===== src/rtl/core/mcva_pkg.sv =====
// mcva_pkg: shared types, command codes and the pitch/level scale table
// for the midi to cv voice allocator; depends on nothing
package mcva_pkg;

    localparam int MIDI_MAX     = 127;
    localparam int SCALE_MAX    = 2000;
    localparam int NOTE_W       = 7;
    localparam int CV_W         = 11;
    localparam int CHAN_W       = 4;
    localparam int SHOWN_SLOTS  = 4;
    localparam int REG_VOICE_MODE = 0;

    typedef enum logic [1:0] {
        CMD_NOTE_ON  = 2'd0,
        CMD_NOTE_OFF = 2'd1,
        CMD_OTHER    = 2'd2,
        CMD_SPARE    = 2'd3
    } cmd_t;

    typedef logic [CV_W-1:0] cv_t;
    typedef cv_t scale_lut_t [2**NOTE_W];

    // floor(x * 2000 / 127) for every 7-bit input, built at elaboration
    function automatic scale_lut_t build_scale_lut();
        scale_lut_t lut;
        for (int i = 0; i < 2**NOTE_W; i++)
        begin
            lut[i] = CV_W'((i * SCALE_MAX) / MIDI_MAX);
        end
        return lut;
    endfunction

    localparam scale_lut_t SCALE_LUT = build_scale_lut();

    // one event as broadcast to every cell
    typedef struct packed {
        logic              strobe;
        logic              poly;
        cmd_t              cmd;
        logic [CHAN_W-1:0] chan;
        logic [NOTE_W-1:0] note;
        cv_t               pitch;
        cv_t               level;
    } event_t;

    // contents of one voice slot
    typedef struct packed {
        logic              active;
        logic [NOTE_W-1:0] note;
        cv_t               pitch;
        cv_t               level;
    } slot_t;

endpackage


===== src/rtl/core/mcva_cell.sv =====
// mcva_cell: one voice slot of the allocator chain
// depends on mcva_pkg; passes the allocation token to the next cell
module mcva_cell #(
    parameter int CELL_INDEX = 0
) (
    input  logic            clk,
    input  logic            rst_n,
    input  mcva_pkg::event_t ev,
    input  logic            pend_in,
    output logic            pend_out,
    output mcva_pkg::slot_t slot_next
);
    import mcva_pkg::*;

    slot_t slot_reg;
    logic  hit;
    logic  take;
    logic  chan_sel;
    logic  load;
    logic  clear;

    // poly mode: first free slot for note on, first matching active slot for note off
    always_comb
    begin
        hit = 1'b0;
        case (ev.cmd)
            CMD_NOTE_ON:  hit = !slot_reg.active;
            CMD_NOTE_OFF: hit = slot_reg.active && (slot_reg.note == ev.note);
            default:      hit = 1'b0;
        endcase
    end

    assign take     = ev.poly && pend_in && hit;
    assign pend_out = pend_in && !take;

    // channel mode: this slot is addressed by its channel number
    assign chan_sel = !ev.poly && (ev.chan == CHAN_W'(CELL_INDEX));

    assign load  = ev.strobe && (ev.cmd == CMD_NOTE_ON)
                   && (take || chan_sel);
    assign clear = ev.strobe && (ev.cmd == CMD_NOTE_OFF)
                   && (take || chan_sel);

    // next slot contents
    always_comb
    begin
        slot_next = slot_reg;
        if (load)
        begin
            slot_next.active = 1'b1;
            slot_next.note   = ev.note;
            slot_next.pitch  = ev.pitch;
            slot_next.level  = ev.level;
        end
        else if (clear)
        begin
            slot_next.active = 1'b0;
        end
    end

    // slot register
    always_ff @(posedge clk or negedge rst_n)
    begin
        if (!rst_n)
        begin
            slot_reg <= '0;
        end
        else
        begin
            slot_reg <= slot_next;
        end
    end

endmodule


===== src/rtl/core/midi_to_cv_voice_allocator.sv =====
// midi_to_cv_voice_allocator: top level, a chain of voice slot cells
// behind an apb register and a registered output word; uses mcva_pkg, mcva_cell
// output: the word for each accepted input word is captured in the output word register
// throughput: one word per cycle while the output side is ready; the cell
// chain resolves the first-free / first-match token within that cycle
// reset: asynchronous, clears voice_mode, all slots and the output valid
module midi_to_cv_voice_allocator #(
    parameter int VOICE_COUNT = 4
) (
    input  logic        clk,
    input  logic        rst_n,
    // apb configuration port
    input  logic        psel,
    input  logic        penable,
    input  logic        pwrite,
    input  logic [2:0]  paddr,
    input  logic [31:0] pwdata,
    output logic [31:0] prdata,
    output logic        pready,
    // input stream
    input  logic        s_tvalid,
    output logic        s_tready,
    // s_tdata: channel[3:0], note_number[10:4], note_velocity[17:11], zero fill
    input  logic [23:0] s_tdata,
    // s_tuser: command[1:0]
    input  logic [1:0]  s_tuser,
    // output stream
    output logic        m_tvalid,
    input  logic        m_tready,
    // m_tdata: gate_bits[3:0], pitch_cv_0..3 [47:4], level_cv_0..3 [91:48], zero fill
    output logic [95:0] m_tdata
);
    import mcva_pkg::*;

    localparam int OUT_BITS = SHOWN_SLOTS * (1 + 2 * CV_W);

    logic                voice_mode_reg;
    logic                cfg_write;
    logic                accept;
    event_t              ev;
    logic [VOICE_COUNT:0] pend;
    slot_t               slot_nx [VOICE_COUNT];
    logic [SHOWN_SLOTS-1:0] gate_nx;
    cv_t                 pitch_nx [SHOWN_SLOTS];
    cv_t                 level_nx [SHOWN_SLOTS];
    logic [OUT_BITS-1:0] out_word;
    logic                m_tvalid_reg;
    logic [95:0]         m_tdata_reg;

    // configuration register
    assign pready    = 1'b1;
    assign cfg_write = psel && penable && pwrite && (paddr[2] == 1'(REG_VOICE_MODE));

    always_ff @(posedge clk or negedge rst_n)
    begin
        if (!rst_n)
        begin
            voice_mode_reg <= 1'b0;
        end
        else if (cfg_write)
        begin
            voice_mode_reg <= pwdata[0];
        end
    end

    always_comb
    begin
        prdata = '0;
        if (paddr[2] == 1'(REG_VOICE_MODE))
        begin
            prdata[0] = voice_mode_reg;
        end
    end

    // input handshake and event broadcast
    assign s_tready = !m_tvalid_reg || m_tready;
    assign accept   = s_tvalid && s_tready;

    always_comb
    begin
        ev.strobe = accept;
        ev.poly   = voice_mode_reg;
        ev.cmd    = cmd_t'(s_tuser);
        ev.chan   = s_tdata[3:0];
        ev.note   = s_tdata[10:4];
        ev.pitch  = SCALE_LUT[s_tdata[10:4]];
        ev.level  = SCALE_LUT[s_tdata[17:11]];
    end

    // cell chain, token enters at slot 0
    assign pend[0] = 1'b1;

    for (genvar g = 0; g < VOICE_COUNT; g++)
    begin : g_cell
        mcva_cell #(
            .CELL_INDEX (g)
        ) u_cell (
            .clk       (clk),
            .rst_n     (rst_n),
            .ev        (ev),
            .pend_in   (pend[g]),
            .pend_out  (pend[g+1]),
            .slot_next (slot_nx[g])
        );
    end

    // shown slots, missing ones read as off and zero
    for (genvar g = 0; g < SHOWN_SLOTS; g++)
    begin : g_show
        if (g < VOICE_COUNT)
        begin : g_live
            assign gate_nx[g]  = slot_nx[g].active;
            assign pitch_nx[g] = slot_nx[g].pitch;
            assign level_nx[g] = slot_nx[g].level;
        end
        else
        begin : g_none
            assign gate_nx[g]  = 1'b0;
            assign pitch_nx[g] = '0;
            assign level_nx[g] = '0;
        end
    end

    assign out_word = {level_nx[3], level_nx[2], level_nx[1], level_nx[0],
                       pitch_nx[3], pitch_nx[2], pitch_nx[1], pitch_nx[0],
                       gate_nx};

    // output word register
    always_ff @(posedge clk or negedge rst_n)
    begin
        if (!rst_n)
        begin
            m_tvalid_reg <= 1'b0;
        end
        else if (accept)
        begin
            m_tvalid_reg <= 1'b1;
        end
        else if (m_tready)
        begin
            m_tvalid_reg <= 1'b0;
        end
    end

    always_ff @(posedge clk)
    begin
        if (accept)
        begin
            m_tdata_reg <= 96'(out_word);
        end
    end

    assign m_tvalid = m_tvalid_reg;
    assign m_tdata  = m_tdata_reg;

endmodule


===== config.mk =====
export PLATFORM = sky130hd
export DESIGN_NAME = midi_to_cv_voice_allocator
export DESIGN_NICKNAME = d
export VERILOG_FILES = /design/src/rtl/core/mcva_pkg.sv /design/src/rtl/core/mcva_cell.sv /design/src/rtl/core/midi_to_cv_voice_allocator.sv
export SDC_FILE = /design/constraint.sdc
export NUM_CORES = 1
export LEC_CHECK = 0
export BUFFER_PORTS_ARGS = -buffer_cell sky130_fd_sc_hd__buf_2
export CAP_MARGIN = 20
export CORE_MARGIN = 5
export CORE_UTILIZATION = 50
export CTS_BUF_LIST = sky130_fd_sc_hd__clkbuf_4
export CTS_CLUSTER_DIAMETER = 80
export CTS_CLUSTER_SIZE = 30
export DETAILED_ROUTE_END_ITERATION = 10
export PLACE_DENSITY = 0.77
export SYNTH_ARGS = -nofsm -noshare
export SYNTH_HDL_FRONTEND = slang
export SYNTH_SLANG_ARGS = --single-unit

===== constraint.sdc =====
create_clock -name clk -period 12.8 [get_ports clk]
set_clock_uncertainty 0.1 [all_clocks]
set_input_delay 2.56 -clock clk [delete_from_list [all_inputs] [get_ports clk]]
set_output_delay 2.56 -clock clk [all_outputs]
set_load 0.01 [all_outputs]

[After elaboration in Yosys (flattened, before gate mapping)]
Memory sizes are Yosys's and may differ from the RTL's.
Cells that the tools add are included.
Storage, ports and cells
  bits in registers: 214
  memory bits (read-only): 2816
  input port bits: 68
  output and inout bits: 131
  word-level logic and storage cells: 105
  memories: 2
Memories
  (name not given): depth 128, bits a word 11, read ports 1, clocked after memory_dff 0, write ports 0, RTL line midi_to_cv_voice_allocator.sv:87  | ev.level = SCALE_LUT[s_tdata[17:11]];
  (name not given): depth 128, bits a word 11, read ports 1, clocked after memory_dff 0, write ports 0, RTL line midi_to_cv_voice_allocator.sv:86  | ev.pitch = SCALE_LUT[s_tdata[10:4]];
Operators by class
  magnitude comparators: 2
  eq/ne operators: 8
  multiplexer cells: 23
  bitwise logic cells: 3
  reduce and logical (&&, ||, !) cells: 48
Operators with widths (number)
  2-to-1 mux 22 bit: 4
  2-to-1 mux 11 bit: 4
  logical AND 1 bit: 31
  equality test 7 bit: 4
  greater-or-equal comparator 8 bit, second input constant: 2
  inverter 7 -> 8 bit: 2
  2-to-1 mux 1 bit: 11
  zero test 1 bit: 9
  equality test 4 x 2 -> 1 bit, second input constant: 2
  one-hot mux 1 bit (2 select lines): 4
  logical OR 1 bit: 5
  equality test 4 x 1 -> 1 bit, second input constant: 1
  zero test 4 bit: 1
  equality test 2 x 1 -> 1 bit, second input constant: 1
  zero test 2 bit: 1
  nonzero test 2 bit: 1
  inverter 1 bit: 1

[Logic depth before layout (Yosys ltp)]
Gate-level depths: netlist of run 1.
  depth in word-level cells: 19
  gate-level depth with buffers: 10
  depth with buffers taken out: 9

[By module]
A second synthesis of run 1 with hierarchy kept.
Second synthesis, totals
  cells, all modules: 1218
  area, all modules: 12385.6 sq um
Modules (own cells, without submodules)
  mcva_cell at g_cell[1].u_cell ...: instances 2, cells each 245, area an instance 2129.5 sq um, seq. area each 750.7 sq um
  midi_to_cv_voice_allocator: instances 1, cells each 238, area an instance 3827.4 sq um, seq. area each 2812.7 sq um
  mcva_cell at g_cell[3].u_cell: instances 1, cells each 245, area an instance 2154.6 sq um, seq. area each 750.7 sq um
  mcva_cell at g_cell[0].u_cell: instances 1, cells each 245, area an instance 2144.6 sq um, seq. area each 750.7 sq um

[Least setup slack after synthesis of run 1]
Ideal clock, no wire load.
  path kind: input -> register
  start point: in m_tready
  end point: reg m_tdata_reg[14], in the netlist m_tdata[14], data pin
  setup time: 0.263 ns
  arrival time: 6.224 ns
  required time: 12.437 ns
  path slack: 6.213 ns
  cell stages on the path: 7
  path buffers: 2
  cell sequence: nand2b_1 > and2_1 > nand2_1 > clkbuf_1 > nor3_1 > buf_2 > mux2_2
RTL lines
  start: declaration: RTL line midi_to_cv_voice_allocator.sv:29  | input logic m_tready,
  end signal: assignment: RTL line midi_to_cv_voice_allocator.sv:149  | m_tdata_reg <= 96'(out_word);
  end: declaration: RTL line midi_to_cv_voice_allocator.sv:48  | logic [95:0] m_tdata_reg;

[Final worst setup path of run 1]
  start point: in m_tready
  end point: out s_tready
On the way
  cells in the longest elaborated chain, start to end: 1
Ends and longest elaborated chain
  logical OR 1 bit: RTL line midi_to_cv_voice_allocator.sv:76  | assign s_tready = !m_tvalid_reg || m_tready;
  end: declaration: RTL line midi_to_cv_voice_allocator.sv:22  | output logic s_tready,
Every way passes these cells.

==> flow_summary.html, run 1 <==
<table>
<tr><th>Metric</th><th>Value</th></tr>
<tr><th colspan="2">Job</th></tr>
<tr><td>Max-cap violation count</td><td>0</td></tr>
<tr><th colspan="2">STA</th></tr>
<tr><td>Shortest clock period the worst path allows after layout</td><td>5.620 ns</td></tr>
<tr><td>Endpoints failing hold</td><td>0</td></tr>
<tr><td>Measured slew at the worst slew-check pin</td><td>1.104 ns</td></tr>
<tr><td>Number of setup violations in the final report</td><td>0</td></tr>
<tr><td>Unrepaired setup endpoints after global routing</td><td>false</td></tr>
<tr><td>Final cycle utilization of the critical path</td><td>43.91%</td></tr>
<tr><td>Highest clock frequency the design can meet</td><td>0.1779 GHz</td></tr>
<tr><td>Slew headroom</td><td>26.21%</td></tr>
<tr><td>Setup tns final</td><td>0 ns</td></tr>
<tr><td>Number of pins exceeding their max-slew limit in the final report</td><td>0</td></tr>
<tr><th colspan="2">Clock tree</th></tr>
<tr><td>Number of sinks handled by clock tree synthesis</td><td>214</td></tr>
<tr><td>Source-to-sink clock delay at the later pin of the worst-skew pair</td><td>0.64 ns</td></tr>
<tr><td>Clock tree from TritonCTS</td><td>yes</td></tr>
<tr><td>Post-cts sizing count</td><td>0</td></tr>
<tr><td>Maximum number of buffers from clock root to sink</td><td>3</td></tr>
<tr><td>CTS hold repair buffers</td><td>0</td></tr>
<tr><td>Number of H-tree levels</td><td>1</td></tr>
<tr><td>TritonCTS Buffers</td><td>11</td></tr>
<tr><td>Setup Buffers After CTS</td><td>0</td></tr>
<tr><td>Cell at the root of the clock tree</td><td>sky130_fd_sc_hd__clkbuf_4</td></tr>
<tr><td>Clock slew at reported path FFs</td><td>0.26 ns</td></tr>
<tr><th colspan="2">Drt</th></tr>
<tr><td>Vias</td><td>4840</td></tr>
<tr><td>Number of design rule violations left after detail routing</td><td>0</td></tr>
<tr><td>Violation count after the first detailed-routing iteration</td><td>235</td></tr>
<tr><td>Post-route ant nets</td><td>0</td></tr>
<tr><td>Detailed-router iteration count before antenna repair</td><td>4</td></tr>
<tr><td>Wirelength per Cell</td><td>18.30 µm</td></tr>
<tr><td>Routed via count divided by cell count</td><td>5.171</td></tr>
<tr><td>Routed wire length</td><td>17.13 mm</td></tr>
<tr><th colspan="2">Cells and area</th></tr>
<tr><td>Final Instance Count excl. Fillers</td><td>936</td></tr>
<tr><td>Inserted Diodes</td><td>0</td></tr>
<tr><td>Util after Layout</td><td>54.96%</td></tr>
<tr><td>Flip-flop count of the largest register, all copies and words added</td><td>120</td></tr>
<tr><td>Area added between synthesis and finish</td><td>8.679%</td></tr>
<tr><td>FILL cells</td><td>1469</td></tr>
<tr><td>Share of layout cells above drive strength 1</td><td>36.35%</td></tr>
<tr><td>Count of nets after finishing</td><td>793</td></tr>
<tr><td>Highest-count cells in the layout ignoring fill and taps</td><td>sky130_fd_sc_hd__dfrtp_1 (122), sky130_fd_sc_hd__buf_2 (122), sky130_fd_sc_hd__edfxtp_1 (92), sky130_fd_sc_hd__mux2_2 (68), sky130_fd_sc_hd__conb_1 (36)</td></tr>
<tr><th colspan="2">Synth</th></tr>
<tr><td>Cell type with the largest total area after synthesis</td><td>sky130_fd_sc_hd__dfrtp_1</td></tr>
<tr><td>Proportion of synthesized chip area in sequential cells</td><td>64.23%</td></tr>
<tr><td>Per-instance average area after synthesis</td><td>15.29 µm²</td></tr>
<tr><td>Register bit total from synthesis</td><td>214</td></tr>
<tr><td>Synth cell types</td><td>46</td></tr>
<tr><td>Synthesized instance count</td><td>592</td></tr>
<tr><td>Share of Yosys cell area claimed by the top area cell type</td><td>33.72%</td></tr>
<tr><td>Leading cell types by total area after synthesis</td><td>sky130_fd_sc_hd__dfrtp_1 (34%), sky130_fd_sc_hd__edfxtp_1 (31%), sky130_fd_sc_hd__mux2_2 (8.5%)</td></tr>
<tr><td>Netlist area before placement</td><td>0.009054 mm²</td></tr>
<tr><td>Number of warning messages in the yosys log</td><td>0</td></tr>
<tr><th colspan="2">Placement</th></tr>
<tr><td>Half-perimeter wire length of the detailed placement result</td><td>11.58 mm</td></tr>
<tr><td>Port-buffer cells</td><td>123</td></tr>
<tr><td>Placed instance count</td><td>918</td></tr>
<tr><td>Weighted congestion reported at the end of routability-driven placement</td><td>0.8504</td></tr>
<tr><th colspan="2">Worst setup path</th></tr>
<tr><td>Endpoint required time on the critical path</td><td>10.14 ns</td></tr>
<tr><td>Kind of critical path</td><td>in -&gt; out</td></tr>
<tr><td>Master of the slowest instance on the critical path</td><td>sky130_fd_sc_hd__nand2b_1</td></tr>
<tr><td>Maximum fanout count along the critical path</td><td>3</td></tr>
<tr><td>Worst Setup Start Kind</td><td>input port</td></tr>
<tr><td>Worst Setup End Kind</td><td>primary output</td></tr>
<tr><td>Critical path's most frequent cell</td><td>sky130_fd_sc_hd__buf_2</td></tr>
<tr><td>Cell Chain, Critical Path</td><td>buf_2, nand2b_1, buf_2</td></tr>
<tr><td>Data arrival time at the worst-slack endpoint</td><td>2.96 ns</td></tr>
<tr><td>Slowest stage delay, CP</td><td>0.16 ns</td></tr>
<tr><td>Crit path max-delay family</td><td>buffers and inverters</td></tr>
<tr><td>Total buffers and inverters traversed by the critical path</td><td>2</td></tr>
<tr><th colspan="2">Floorplanning</th></tr>
<tr><td>Die height</td><td>144.6 µm</td></tr>
<tr><td>Count of boundary I/O pins</td><td>199</td></tr>
<tr><td>Initial cell density of the core</td><td>50.57%</td></tr>
<tr><td>Core Region</td><td>0.01790 mm²</td></tr>
<tr><td>Chip width</td><td>144.6 µm</td></tr>
<tr><td>Number of placement rows</td><td>49</td></tr>
<tr><td>Die area</td><td>0.02090 mm²</td></tr>
<tr><th colspan="2">Power and ir drop</th></tr>
<tr><td>Leakage power summed over all cells</td><td>0.004430 µW</td></tr>
<tr><td>Power density of the placed cells</td><td>153.6 mW/mm²</td></tr>
<tr><td>Maximum VDD drop</td><td>0.1103 mV</td></tr>
<tr><th colspan="2">GRT</th></tr>
<tr><td>Pin count of the biggest net entering global routing</td><td>72</td></tr>
<tr><td>Global route overflow</td><td>0</td></tr>
<tr><td>Grt met3 use</td><td>4.398%</td></tr>
<tr><td>Antenna violations before repair</td><td>0</td></tr>
<tr><td>Wire length of the first global-routing pass</td><td>27.17 mm</td></tr>
<tr><td>Global-route track usage on met2</td><td>27.75%</td></tr>
<tr><td>Global-route total usage across every layer</td><td>16.49%</td></tr>
<tr><td>Layer with the highest usage after global routing</td><td>met2</td></tr>
<tr><td>Via count of the first global-routing pass</td><td>5052</td></tr>
<tr><td>Met1 Resource Use GR</td><td>21.49%</td></tr>
<tr><th colspan="2">Worst hold path</th></tr>
<tr><td>Worst hold path class</td><td>reg -&gt; reg</td></tr>
<tr><th colspan="2">Status</th></tr>
<tr><td>Result of the run</td><td>complete, no violations</td></tr>
</table>
[cell type report]
| class | count | area (µm²) | area share, % |
|---|---|---|---|
| inverters | 16 | 60.06 | 0.6104 |
| repair buffers | 127 | 660.6 | 6.714 |
| clock buffers | 13 | 97.59 | 0.9919 |
| multi-input cells | 333 | 2887 | 29.34 |
| clock inverters | 4 | 32.53 | 0.3306 |
| well taps | 229 | 286.5 | 2.912 |
| flip-flops and latches | 214 | 5816 | 59.10 |
[synthesized netlist by cell type (all sizes together)]
library cell / n
dfrtp: 122
mux2: 113
edfxtp: 92
buf: 55
xor2: 28
nor2: 26
o21ai: 23
ha: 22
inv: 16
a21oi: 13
nand2: 11
nor4: 10
clkbuf: 8
nor3: 7
nand2b: 6
a211oi: 5
nor2b: 4
a41oi: 3
mux2i: 3
a21boi: 2
a311oi: 2
a31oi: 2
a41o: 2
and2: 2
conb: 2
a21o: 1
a221oi: 1
a22oi: 1
a2bb2oi: 1
a31o: 1
a32oi: 1
nand4b: 1
nor3b: 1
nor4b: 1
o31a: 1
o31ai: 1
or2: 1
or3: 1
[per-layer routing]
layer  wire (µm)  vias up
met1        7162     2446
met5           0        -
met3        1241       23
met2        8361      128
met4         362        0
li1            -     2243
[logic make-up (layout without fill, tap and decap cells)]
| logic type | count (synthesis) | in the layout | synth area share (%) |
|---|---|---|---|
| adder cells (fa/ha/maj) | 22 | 22 | 3.040 |
| buffers and inverters | 79 | 160 | 5.597 |
| AND/OR/NAND/NOR | 71 | 71 | 4.118 |
| AO/OA/AOI/OAI | 60 | 60 | 4.464 |
| other | 2 | 36 | 0.08295 |
| multiplexers | 116 | 116 | 15.75 |
| XOR/XNOR | 28 | 28 | 2.709 |
| flip-flops | 214 | 214 | 64.23 |
[worst paths after layout]
path	slack, ns	cells past startpoint	from	end
hold / removal	0.42	1	g_cell[1].u_cell.slot_reg[11]	g_cell[1].u_cell.slot_reg[11]
min in group asynchronous	1.81	1	rst_n	g_cell[3].u_cell.slot_reg[18]
setup reg to reg	9.61	5	m_tvalid	m_tdata[60]
setup / recovery	7.18	3	m_tready	s_tready
max in group asynchronous	9.37	2	rst_n	g_cell[3].u_cell.slot_reg[0]
hold reg to reg	0.42	1	g_cell[1].u_cell.slot_reg[11]	g_cell[1].u_cell.slot_reg[11]
[through the flow]
step	area (µm²)	power [µW]	setup WS (ns)	hold WS, ns
floorplan	9181	1179	6.213	0.3503
global placement	9689	1261	7.030	0.3648
detailed placement	9689	1283	7.023	0.3742
CTS	9819	1530	7.173	0.4258
global route	9839	1599	7.158	0.4437
finish	9839	1511	7.180	0.4220
[where the power goes]
part / internal, µW / switching [µW] / total [µW]
clock network: 53.6 / 196 / 250
registers: 895 / 53.3 / 948
logic: 151 / 163 / 314
(Power assumes the default switching activity.)
==> inputs of run 2 (changes only) <==
Clock period 12.8 ns to 5.8 ns, I/O delays scaled along.
==> run 2 against run 1 <==
Sequential cell count did not move. Largest cell class unchanged. Wire length up 2.0%. Hold slack lost 0.013 ns. Register-to-register slack got worse by 7.1 ns. Clock power increased by 140%. Largest power group unchanged. Utilization up 0.16 points. Final cell count is 0.32% higher. Cell area rose by 0.29%. Die area unchanged. Non-clock buffer count unchanged.
==> flow_summary.html, run 2 (synthesized netlist as in run 1, its figures left out) <==
<table>
<tr><th>Metric</th><th>Value</th></tr>
<tr><th colspan="2">Placement</th></tr>
<tr><td>Port-buffer cells</td><td>123 (unchanged)</td></tr>
<tr><td>Half-perimeter wire length of the detailed placement result</td><td>11.78 mm (was 11.58 mm)</td></tr>
<tr><td>Weighted congestion reported at the end of routability-driven placement</td><td>0.8825 (was 0.8504)</td></tr>
<tr><th colspan="2">STA</th></tr>
<tr><td>Slew headroom</td><td>26.22% (was 26.21%)</td></tr>
<tr><td>Endpoints failing hold</td><td>0 (unchanged)</td></tr>
<tr><td>Measured slew at the worst slew-check pin</td><td>1.104 ns (about the same)</td></tr>
<tr><td>Final cycle utilization of the critical path</td><td>61.86%</td></tr>
<tr><td>Number of setup violations in the final report</td><td>0 (unchanged)</td></tr>
<tr><td>Number of pins exceeding their max-slew limit in the final report</td><td>0 (unchanged)</td></tr>
<tr><td>Setup tns final</td><td>0 ns (unchanged)</td></tr>
<tr><td>Shortest clock period the worst path allows after layout</td><td>3.588 ns</td></tr>
<tr><td>Unrepaired setup endpoints after global routing</td><td>false (unchanged)</td></tr>
<tr><td>Highest clock frequency the design can meet</td><td>0.2787 GHz</td></tr>
<tr><td>Hold_ws</td><td>0.4092 ns (was 0.4220 ns)</td></tr>
<tr><th colspan="2">Worst setup path</th></tr>
<tr><td>Crit path max-delay family</td><td>simple AND/OR/NAND/NOR gates (was buffers and inverters)</td></tr>
<tr><td>Setup slack, reg-to-reg</td><td>2.54 ns (was 9.61 ns)</td></tr>
<tr><td>Slowest stage delay, CP</td><td>0.67 ns (was 0.16 ns)</td></tr>
<tr><td>Cell Chain, Critical Path</td><td>buf_2, xor2_1, nor4_1, a31o_2, a41oi_2, nor2_4, buf_4, mux2_4 (was buf_2, nand2b_1, buf_2)</td></tr>
<tr><td>Endpoint required time on the critical path</td><td>6.13 ns (was 10.14 ns)</td></tr>
<tr><td>Maximum fanout count along the critical path</td><td>24 (was 3)</td></tr>
<tr><td>Worst Setup Start Kind</td><td>input port (unchanged)</td></tr>
<tr><td>Master of the slowest instance on the critical path</td><td>sky130_fd_sc_hd__nor2_4 (was sky130_fd_sc_hd__nand2b_1)</td></tr>
<tr><td>Worst Setup End Kind</td><td>flip-flop (was primary output)</td></tr>
<tr><td>Data arrival time at the worst-slack endpoint</td><td>3.91 ns (was 2.96 ns)</td></tr>
<tr><td>Total buffers and inverters traversed by the critical path</td><td>2 (unchanged)</td></tr>
<tr><td>Kind of critical path</td><td>in -&gt; reg (was in -&gt; out)</td></tr>
<tr><th colspan="2">Cells and area</th></tr>
<tr><td>Area added between synthesis and finish</td><td>8.997% (was 8.679%)</td></tr>
<tr><td>Highest-count cells in the layout ignoring fill and taps</td><td>sky130_fd_sc_hd__dfrtp_1 (122), sky130_fd_sc_hd__buf_2 (122), sky130_fd_sc_hd__edfxtp_1 (92), sky130_fd_sc_hd__mux2_2 (68), sky130_fd_sc_hd__conb_1 (36) (unchanged)</td></tr>
<tr><td>FILL cells</td><td>1444 (was 1469)</td></tr>
<tr><td>Count of nets after finishing</td><td>794 (was 793)</td></tr>
<tr><td>Flip-flop count of the largest register, all copies and words added</td><td>120 (unchanged)</td></tr>
<tr><td>Inserted Diodes</td><td>0 (unchanged)</td></tr>
<tr><td>Share of layout cells above drive strength 1</td><td>36.62% (was 36.35%)</td></tr>
<tr><th colspan="2">Clock tree</th></tr>
<tr><td>Number of H-tree levels</td><td>1 (unchanged)</td></tr>
<tr><td>Cell at the root of the clock tree</td><td>sky130_fd_sc_hd__clkbuf_4 (unchanged)</td></tr>
<tr><td>Clock slew at reported path FFs</td><td>0.27 ns (was 0.26 ns)</td></tr>
<tr><td>TritonCTS Buffers</td><td>12 (was 11)</td></tr>
<tr><td>Number of sinks handled by clock tree synthesis</td><td>214 (unchanged)</td></tr>
<tr><td>Setup Buffers After CTS</td><td>0 (unchanged)</td></tr>
<tr><td>Clock tree from TritonCTS</td><td>yes (unchanged)</td></tr>
<tr><td>Post-cts sizing count</td><td>0 (unchanged)</td></tr>
<tr><td>CTS hold repair buffers</td><td>0 (unchanged)</td></tr>
<tr><td>Source-to-sink clock delay at the later pin of the worst-skew pair</td><td>0.66 ns (was 0.64 ns)</td></tr>
<tr><td>Maximum number of buffers from clock root to sink</td><td>3 (unchanged)</td></tr>
<tr><th colspan="2">Floorplanning</th></tr>
<tr><td>Die height</td><td>144.6 µm (unchanged)</td></tr>
<tr><td>Initial cell density of the core</td><td>50.57% (unchanged)</td></tr>
<tr><td>Core Region</td><td>0.01790 mm² (unchanged)</td></tr>
<tr><td>Count of boundary I/O pins</td><td>199 (unchanged)</td></tr>
<tr><td>Die area</td><td>0.02090 mm² (unchanged)</td></tr>
<tr><td>Number of placement rows</td><td>49 (unchanged)</td></tr>
<tr><td>Chip width</td><td>144.6 µm (unchanged)</td></tr>
<tr><th colspan="2">Drt</th></tr>
<tr><td>Routed via count divided by cell count</td><td>5.198 (was 5.171)</td></tr>
<tr><td>Uppermost signal routing layer after detailed routing</td><td>met4 (unchanged)</td></tr>
<tr><td>Routed wire length</td><td>17.46 mm (was 17.13 mm)</td></tr>
<tr><td>Post-route ant nets</td><td>0 (unchanged)</td></tr>
<tr><td>Total met3 wirelength after detailed routing</td><td>1.333 mm (was 1.241 mm)</td></tr>
<tr><td>Length of routed wiring on met1</td><td>7.153 mm (was 7.162 mm)</td></tr>
<tr><td>Met2 layer wire length in the routed design</td><td>8.629 mm (was 8.361 mm)</td></tr>
<tr><td>Violation count after the first detailed-routing iteration</td><td>253 (was 235)</td></tr>
<tr><td>Vias</td><td>4881 (was 4840)</td></tr>
<tr><td>Detailed-router iteration count before antenna repair</td><td>4 (unchanged)</td></tr>
<tr><td>Number of design rule violations left after detail routing</td><td>0 (unchanged)</td></tr>
<tr><td>Wirelength per Cell</td><td>18.60 µm (was 18.30 µm)</td></tr>
<tr><th colspan="2">Power and ir drop</th></tr>
<tr><td>Maximum VDD drop</td><td>0.2828 mV (was 0.1103 mV)</td></tr>
<tr><td>Power density of the placed cells</td><td>343.9 mW/mm² (was 153.6 mW/mm²)</td></tr>
<tr><td>Leakage power summed over all cells</td><td>0.004446 µW (was 0.004430 µW)</td></tr>
<tr><th colspan="2">GRT</th></tr>
<tr><td>Wire length of the first global-routing pass</td><td>27.37 mm (was 27.17 mm)</td></tr>
<tr><td>Global-route total usage across every layer</td><td>16.72% (was 16.49%)</td></tr>
<tr><td>Global route overflow</td><td>0 (unchanged)</td></tr>
<tr><td>Pin count of the biggest net entering global routing</td><td>71 (was 72)</td></tr>
<tr><td>Via count of the first global-routing pass</td><td>5055 (was 5052)</td></tr>
<tr><td>Antenna violations before repair</td><td>0 (unchanged)</td></tr>
<tr><th colspan="2">Worst hold path</th></tr>
<tr><td>Worst hold path class</td><td>in -&gt; async (was reg -&gt; reg)</td></tr>
<tr><th colspan="2">Job</th></tr>
<tr><td>Max-cap violation count</td><td>0 (unchanged)</td></tr>
<tr><th colspan="2">Status</th></tr>
<tr><td>Result of the run</td><td>complete, no violations (unchanged)</td></tr>
</table>
-- run 2: cell types whose count changed in the layout (fill, tap and decap cells not counted) --
cell | before | now
sky130_fd_sc_hd__inv_4 | 2 | 0
sky130_fd_sc_hd__inv_6 | 1 | 2
sky130_fd_sc_hd__clkinv_8 | 0 | 1
sky130_fd_sc_hd__clkinv_2 | 0 | 1
sky130_fd_sc_hd__buf_4 | 4 | 5
sky130_fd_sc_hd__buf_12 | 1 | 0
sky130_fd_sc_hd__clkbuf_4 | 13 | 14
sky130_fd_sc_hd__inv_12 | 0 | 1
-- run 2: cell type report --
class	instances	area (µm²)	area share, %
clock buffer	14	105.1	1.065
timing repair buffer	127	648.1	6.568
inverter	16	60.06	0.6086
sequential	214	5816	58.93
multi-input combinational	333	2887	29.25
tap	229	286.5	2.904
clock inverter	6	66.31	0.6720
-- run 2: final timing paths --
| kind | depth (start not counted) | start | endpoint |
|---|---|---|---|
| worst min register to register | 1 | g_cell[1].u_cell.slot_reg[13] | g_cell[1].u_cell.slot_reg[13] |
| worst max-delay path | 8 | s_tdata[10] | m_tdata[45] |
| min in group clk | 1 | g_cell[1].u_cell.slot_reg[13] | g_cell[1].u_cell.slot_reg[13] |
| max in group asynchronous | 2 | rst_n | g_cell[1].u_cell.slot_reg[0] |
| worst min-delay path | 1 | rst_n | g_cell[3].u_cell.slot_reg[12] |
| worst max register to register | 5 | m_tvalid | m_tdata[60] |
-- run 2: routing by layer --
layer  up-vias  global-route usage, %
li1       2251                      -
met1      2454                  21.55
met2       155                  28.65
met3        21                  4.398
met4         0                  3.682
met5         -                      0
-- run 2: report_power, final --
part	internal [µW]	switching, µW	leakage, µW
clock	141	461	0.0000976
combinational	332	360	0.00185
sequential	1980	125	0.00250
total	2450	946	0.00445
-- run 2: worst reg2reg max path, stage by stage, from the launching register on --
cell	delay, ns
sky130_fd_sc_hd__dfrtp_1	0.43
sky130_fd_sc_hd__nand2b_1	0.10
sky130_fd_sc_hd__and2_4	0.49
sky130_fd_sc_hd__nand2_1	0.50
sky130_fd_sc_hd__nor2_4	0.99
sky130_fd_sc_hd__mux2_2	0.45
-- run 2: stage by stage --
stage | power, µW | util [%] | worst slack (ns) | instance area [µm²] | instances
final | 3394 | 55.12 | 2.212 | 9868 | 939
after floorplan | 2601 | - | 0.6135 | 9181 | 626
after CTS | 3442 | 55.12 | 2.205 | 9868 | 939
after global routing | 3589 | 55.12 | 2.080 | 9868 | 939
after global placement | 2782 | 54.17 | 1.479 | 9697 | 919
after detailed placement | 2836 | 54.17 | 1.460 | 9697 | 919
